## src/design/mxh_pkg.sv

```systemverilog
// Shared types, constants and start values for the multiply-xor hash.
package mxh_pkg;

  localparam int LANES = 4;
  localparam int WORD_W = 64;
  localparam int HALF_W = 32;

  localparam logic [1:0] REQ_BEGIN = 2'd0;
  localparam logic [1:0] REQ_WORD  = 2'd1;
  localparam logic [1:0] REQ_END   = 2'd2;

  typedef logic [WORD_W-1:0] word_t;
  typedef logic [1:0] lane_idx_t;

  typedef struct packed {
    logic [1:0] req_type;
    word_t      data_word;
  } in_t;

  typedef struct packed {
    word_t digest_a;
    word_t digest_b;
    word_t digest_c;
    word_t digest_d;
  } out_t;

  function automatic word_t lane_prime(input lane_idx_t idx);
    word_t p;
    case (idx)
      2'd0:    p = 64'd11111111111111111027;
      2'd1:    p = 64'd9999999999999999961;
      2'd2:    p = 64'd7777777777777777687;
      default: p = 64'd5555555555555555533;
    endcase
    return p;
  endfunction

  function automatic word_t result_start(input lane_idx_t idx);
    word_t v;
    case (idx)
      2'd0:    v = 64'd8888888888888888881;
      2'd1:    v = 64'd6666666666666666619;
      2'd2:    v = 64'd4444444444444444409;
      default: v = 64'd2222222222222222177;
    endcase
    return v;
  endfunction

  function automatic word_t sum_start(input lane_idx_t idx);
    word_t v;
    case (idx)
      2'd0:    v = 64'd7777777777777777687;
      2'd1:    v = 64'd5555555555555555533;
      2'd2:    v = 64'd3333333333333333271;
      default: v = 64'd1111111111111111037;
    endcase
    return v;
  endfunction

endpackage

```

## src/design/mxh_out_reg.sv

```systemverilog
// Digest output register; holds a result until the downstream transfer completes.
module mxh_out_reg (
  input  logic          clk,
  input  logic          rst_n,
  input  logic          load,
  input  mxh_pkg::out_t load_data,
  output logic          out_valid,
  input  logic          out_stall,
  output mxh_pkg::out_t out_data
);
  import mxh_pkg::*;

  logic out_valid_r;
  out_t out_data_r;

  always_ff @(posedge clk) begin
    if (!rst_n) begin
      out_valid_r <= 1'b0;
    end else if (load) begin
      out_valid_r <= 1'b1;
    end else if (!out_stall) begin
      out_valid_r <= 1'b0;
    end
  end

  always_ff @(posedge clk) begin
    if (load) begin
      out_data_r <= load_data;
    end
  end

  assign out_valid = out_valid_r;
  assign out_data  = out_data_r;

endmodule

```

## config.mk

```make
export PLATFORM = sky130hd
export DESIGN_NAME = mxh_out_reg
export DESIGN_NICKNAME = d
export VERILOG_FILES = /design/src/design/mxh_pkg.sv /design/src/design/mxh_out_reg.sv
export SDC_FILE = /design/constraint.sdc
export NUM_CORES = 1
export LEC_CHECK = 0
export ABC_AREA = 1
export BUFFER_PORTS_ARGS = -buffer_cell sky130_fd_sc_hd__clkbuf_2
export CAP_MARGIN = 20
export CORE_AREA = 2 2 201 203
export DETAILED_ROUTE_END_ITERATION = 16
export DIE_AREA = 0 0 203 205
export GPL_ROUTABILITY_DRIVEN = 1
export GPL_TIMING_DRIVEN = 0
export PLACE_DENSITY = 0.5
export RECOVER_POWER = 50
export REMOVE_ABC_BUFFERS = 1
export SETUP_SLACK_MARGIN = 0.3
export SLEW_MARGIN = 10
export SYNTH_ARGS = -nofsm -noshare
export SYNTH_HDL_FRONTEND = slang
export SYNTH_SLANG_ARGS = --single-unit
export TNS_END_PERCENT = 100
```

## constraint.sdc

```tcl
create_clock -name clk -period 0.8 [get_ports clk]
set_clock_uncertainty 0.2 [all_clocks]
set_input_delay 0.04 -clock clk [delete_from_list [all_inputs] [get_ports clk]]
set_output_delay 0.04 -clock clk [all_outputs]
set_load 0.01 [all_outputs]
```

# Word-level counts from Yosys, hierarchy flattened
# Index checks and enable logic that the tools add are counted.
# word_totals
register_bits,257
in_bits,260
out_inout_bits,257
word_cells,8
# op_classes
n_eq_ne,1
n_mux,2
# ops
operator,n
2-to-1 mux 1 bit,2
"inequality test 2 bit, second input constant",1

# Logic depth before layout (Yosys ltp)
# logic_depth
ltp_word,2
depth_mapped,2
mapped_depth_nobuf,2

# Least setup slack after synthesis
# No wires, ideal clock.
# synth_timing
path_type,register -> register
from,"register, netlist name out_valid"
to,register out_valid_r (netlist: out_valid)
setup_ns,0.066
arrival_time_ns,0.520
required_time_ns,0.534
setup_slack_ns,0.014
stages_incl_launch_ff,3
period_less_slack_ns,0.786
path_cell_list,dfxtp_1 -> nand2_1 -> a21oi_2
# synth_rtl
element,line,text
end signal: assignment,mxh_out_reg.sv:18,out_valid_r <= 1'b0;
end signal: assignment,mxh_out_reg.sv:20,out_valid_r <= 1'b1;
end signal: assignment,mxh_out_reg.sv:22,out_valid_r <= 1'b0;
end: declaration,mxh_out_reg.sv:13,logic out_valid_r;

# Worst setup path in the final report
# layout_timing
from,"register out_data_r, in the netlist out_data[145]"
to,output out_data[145] in the netlist's numbering
# layout_rtl
element,line,text
start: declaration,mxh_out_reg.sv:14,out_t out_data_r;
start signal: assignment,mxh_out_reg.sv:28,out_data_r <= load_data;
end: declaration,mxh_out_reg.sv:9,output mxh_pkg::out_t out_data
# No word-level cell between the ends.

==> key figures <==
Setup path
  • Cell Chain, Critical Path: buf_6
  • Cell family with most CP delay: flip-flops
  • Critical-path top delay cell: edfxtp_1
  • Critical path arrival: 1.18 ns
  • Crit. path cell count: 1
  • Reg-to-reg slack, setup: 0.03 ns
  • Setup CP Type: flip-flop to output pin
  • Startpoint types: flip-flop
  • WP buf/inv: 1
  • CP Capture Type: output pin
  • Reg2reg path depth: 2
  • Crit path largest cell delay: 0.46 ns
  • Worst EP required: 0.56 ns
  • Crit-path max FO: 1

STA
  • Fmax: 702.9 MHz
  • Hold_ws: -0.5413 ns
  • Normalized max-slew margin: 0.8485
  • Final worst slack: -0.6228 ns
  • Final setup violation count: 257
  • Slew Viols, Final: 0
  • Least-Margin Pin Slew: 0.2273 ns
  • Fin crit share: 1.778
  • Min Clock Period, post-route: 1.423 ns
  • Hold Fails Final Rpt: 513
  • RSZ-0062 raised after global routing: true

Placement
  • Dpl cell area: 11030 um^2
  • Post-DP HPWL: 16.49 mm
  • Input/output buffers: 516
  • Placer Congestion: 0.7263

GRT
  • Number of antenna violations at the first check in global routing: 3
  • Via count of the first global-routing pass: 4958
  • GRT Util Overall: 0.1024
  • Remaining Overflow, GRT: 0
  • First-pass GRT wire length: 31.06 mm
  • Largest net degree at the start of global routing: 30

Synth
  • Async S/R FF share, synth: 0
  • Register area share after synthesis: 0.9974
  • Synth Register Bits: 257
  • Synth area leader: edfxtp_1
  • Cell with the most instances after synthesis: edfxtp_1
  • Synth Instances: 261
  • Post-synth top cells: edfxtp_1 (256), inv_1 (2), a21oi_2 (1), dfxtp_1 (1), nand2_1 (1)
  • Area share of the largest cell type after synthesis: 0.9948
  • Mapped Area: 7727 um^2
  • Ys Warns: 0
  • Distinct cells, synth: 5
  • Number of enable flip-flop cells after synthesis: 256
  • Area contributors post-synth: edfxtp_1 (99%), dfxtp_1 (0.26%), a21oi_2 (0.11%)
  • Mapped Avg Cell Area: 29.61 um^2
  • Commonest register cell after synthesis: edfxtp_1

Route
  • Average vias per placed instance: 3.531
  • Vias: 4827
  • Drt total wl: 23.05 mm
  • Initial DRC count: 149
  • First-pass DRT Iterations: 4
  • Post-DR wirelength/cell: 16.86 um
  • DRC Markers: 0
  • Detail Route Antenna Nets: 0

Floorplanning
  • Core area: 39370 um^2
  • Die H: 205 um
  • Die span in x: 203 um
  • Initial core utilization: 0.1963
  • Die ar.: 41620 um^2
  • # rows: 73
  • Top-Level Pins: 517

Clocking
  • H-tree level count: 1
  • Root buf cell: clkbuf_16
  • Worst-Skew Late Latency: 0.55 ns
  • CTS max path bufs: 3
  • Clock Pin Slew Worst Setup and Hold Paths: 0.06 ns
  • Cts bufs inserted: 29
  • TritonCTS clock tree: built
  • CTS Hold Buffers Added: 9
  • Sink Count: 257

Power
  • Switching Power: 0.007240 W
  • Sw frac: 0.2259
  • PwrDens: 2630 nW/um^2
  • Pint: 0.02481 W
  • Comb power frac: 0.086
  • Clk network pwr share: 0.406
  • VDD IR max: 1720 uV
  • Sequential share of power: 0.509
  • Leak pwr: 5.198 nW

Finish
  • Post-layout util: 0.3095
  • Filler Cell Count: 3973
  • Fin area: 12180 um^2
  • Layout area overhead: 57.68%
  • Ratio of cells with drive above 1 in the final layout: 0.6528
  • Final nets: 1079

Hold path
  • Worst min path class: input port to flip-flop
  • Worst Hold Depth: 1

Outcome
  • Outcome: complete, but fails checks
  • Failing checks: negative hold slack, negative setup slack

Run
  • Max-cap violations: 0
-- placed cells by master, fill, tap and decap left out --
| master | instances |
|---|---|
| buf_16 | 8 |
| buf_6 | 6 |
| bufinv_16 | 3 |
| clkinv_4 | 2 |
| diode_2 | 1 |
| clkbuf_2 | 475 |
| buf_2 | 12 |
| clkinv_2 | 6 |
| clkinv_1 | 9 |
| clkbuf_16 | 30 |
| a21oi_2 | 1 |
| inv_1 | 2 |
| dlygate4sd3_1 | 1 |
| edfxtp_1 | 256 |
| clkbuf_8 | 2 |
| dfxtp_2 | 1 |
| nand2_1 | 1 |
| clkinvlp_4 | 1 |
| inv_6 | 2 |
| clkbuf_1 | 23 |
-- through the flow --
| stage | std cells | TNS, ns | power, W | setup slack [ns] |
|---|---|---|---|---|
| final | 1367 | -126.47 | 0.03205 | -0.6228 |
| after floorplan | 261 | 0 | 0.01716 | 0.01386 |
| after global routing | 1366 | -142.53 | 0.03337 | -0.6874 |
| after CTS | 1373 | -140.91 | 0.03276 | -0.6975 |
| after detailed placement | 1304 | -168.97 | 0.01925 | -0.7775 |
| after global placement | 1302 | -1188.93 | 0.01930 | -4.772 |
-- sequential cells by signal (all words and copies together) (netlist names) --
name / flops
out_data: 256
out_valid: 1
-- repair_timing --
item	in CTS	in global routing
gates resized for setup	10	26
hold endpoints to repair	513	513
endpoints found under the setup margin	468	443
setup buffers	0	0
pin swaps	0	0
cloned	7	1
-- routing by layer --
| metal | vias up | share of wire | track usage |
|---|---|---|---|
| met2 | 309 | 0.49 | 0.1769 |
| li1 | 2197 | - | - |
| met1 | 2277 | 0.35 | 0.1077 |
| met5 | - | 0.0012 | 0 |
| met3 | 40 | 0.13 | 0.05234 |
| met4 | 4 | 0.028 | 0.03441 |
-- cells by family after synthesis --
kind of cell,share of synthesized area
AOI/OAI and AO/OA,0.001134
and+or+nand+nor,0.0004853
buffers and inverters,0.0009719
DFF,0.9974
-- path summary, 6_finish.rpt --
kind	from	end
worst max register to register	out_valid$_SDFFE_PN0P_	out_valid$_SDFFE_PN0P_
worst max-delay path	out_data[145]$_DFFE_PP_	out_data[145]
worst min-delay path	load_data[9]	out_data[9]$_DFFE_PP_
worst min register to register	out_valid$_SDFFE_PN0P_	out_valid$_SDFFE_PN0P_
-- final cells by class --
| type | count | area (um^2) | share of cell area |
|---|---|---|---|
| tap | 525 | 656.9 | 0.05391 |
| sequential | 257 | 7709 | 0.6327 |
| clock inverter | 23 | 196.4 | 0.01612 |
| inverter | 2 | 7.507 | 0.0006161 |
| multi-input combinational | 2 | 12.51 | 0.001027 |
| timing repair buffer | 527 | 2870 | 0.2356 |
| antenna | 1 | 2.502 | 0.0002054 |
| clock buffer | 30 | 729.5 | 0.05987 |
-- power by group through the flow --
stage	registers (W)	clock network, W	logic (W)
after floorplan	0.0172	0	0.00000627
after global placement	0.0167	0	0.00259
after detailed placement	0.0166	0	0.00264
after CTS	0.0163	0.0136	0.00283
after global routing	0.0164	0.0140	0.00296
final	0.0163	0.0130	0.00274
No activity file was read; power rests on OpenSTA's default activity.
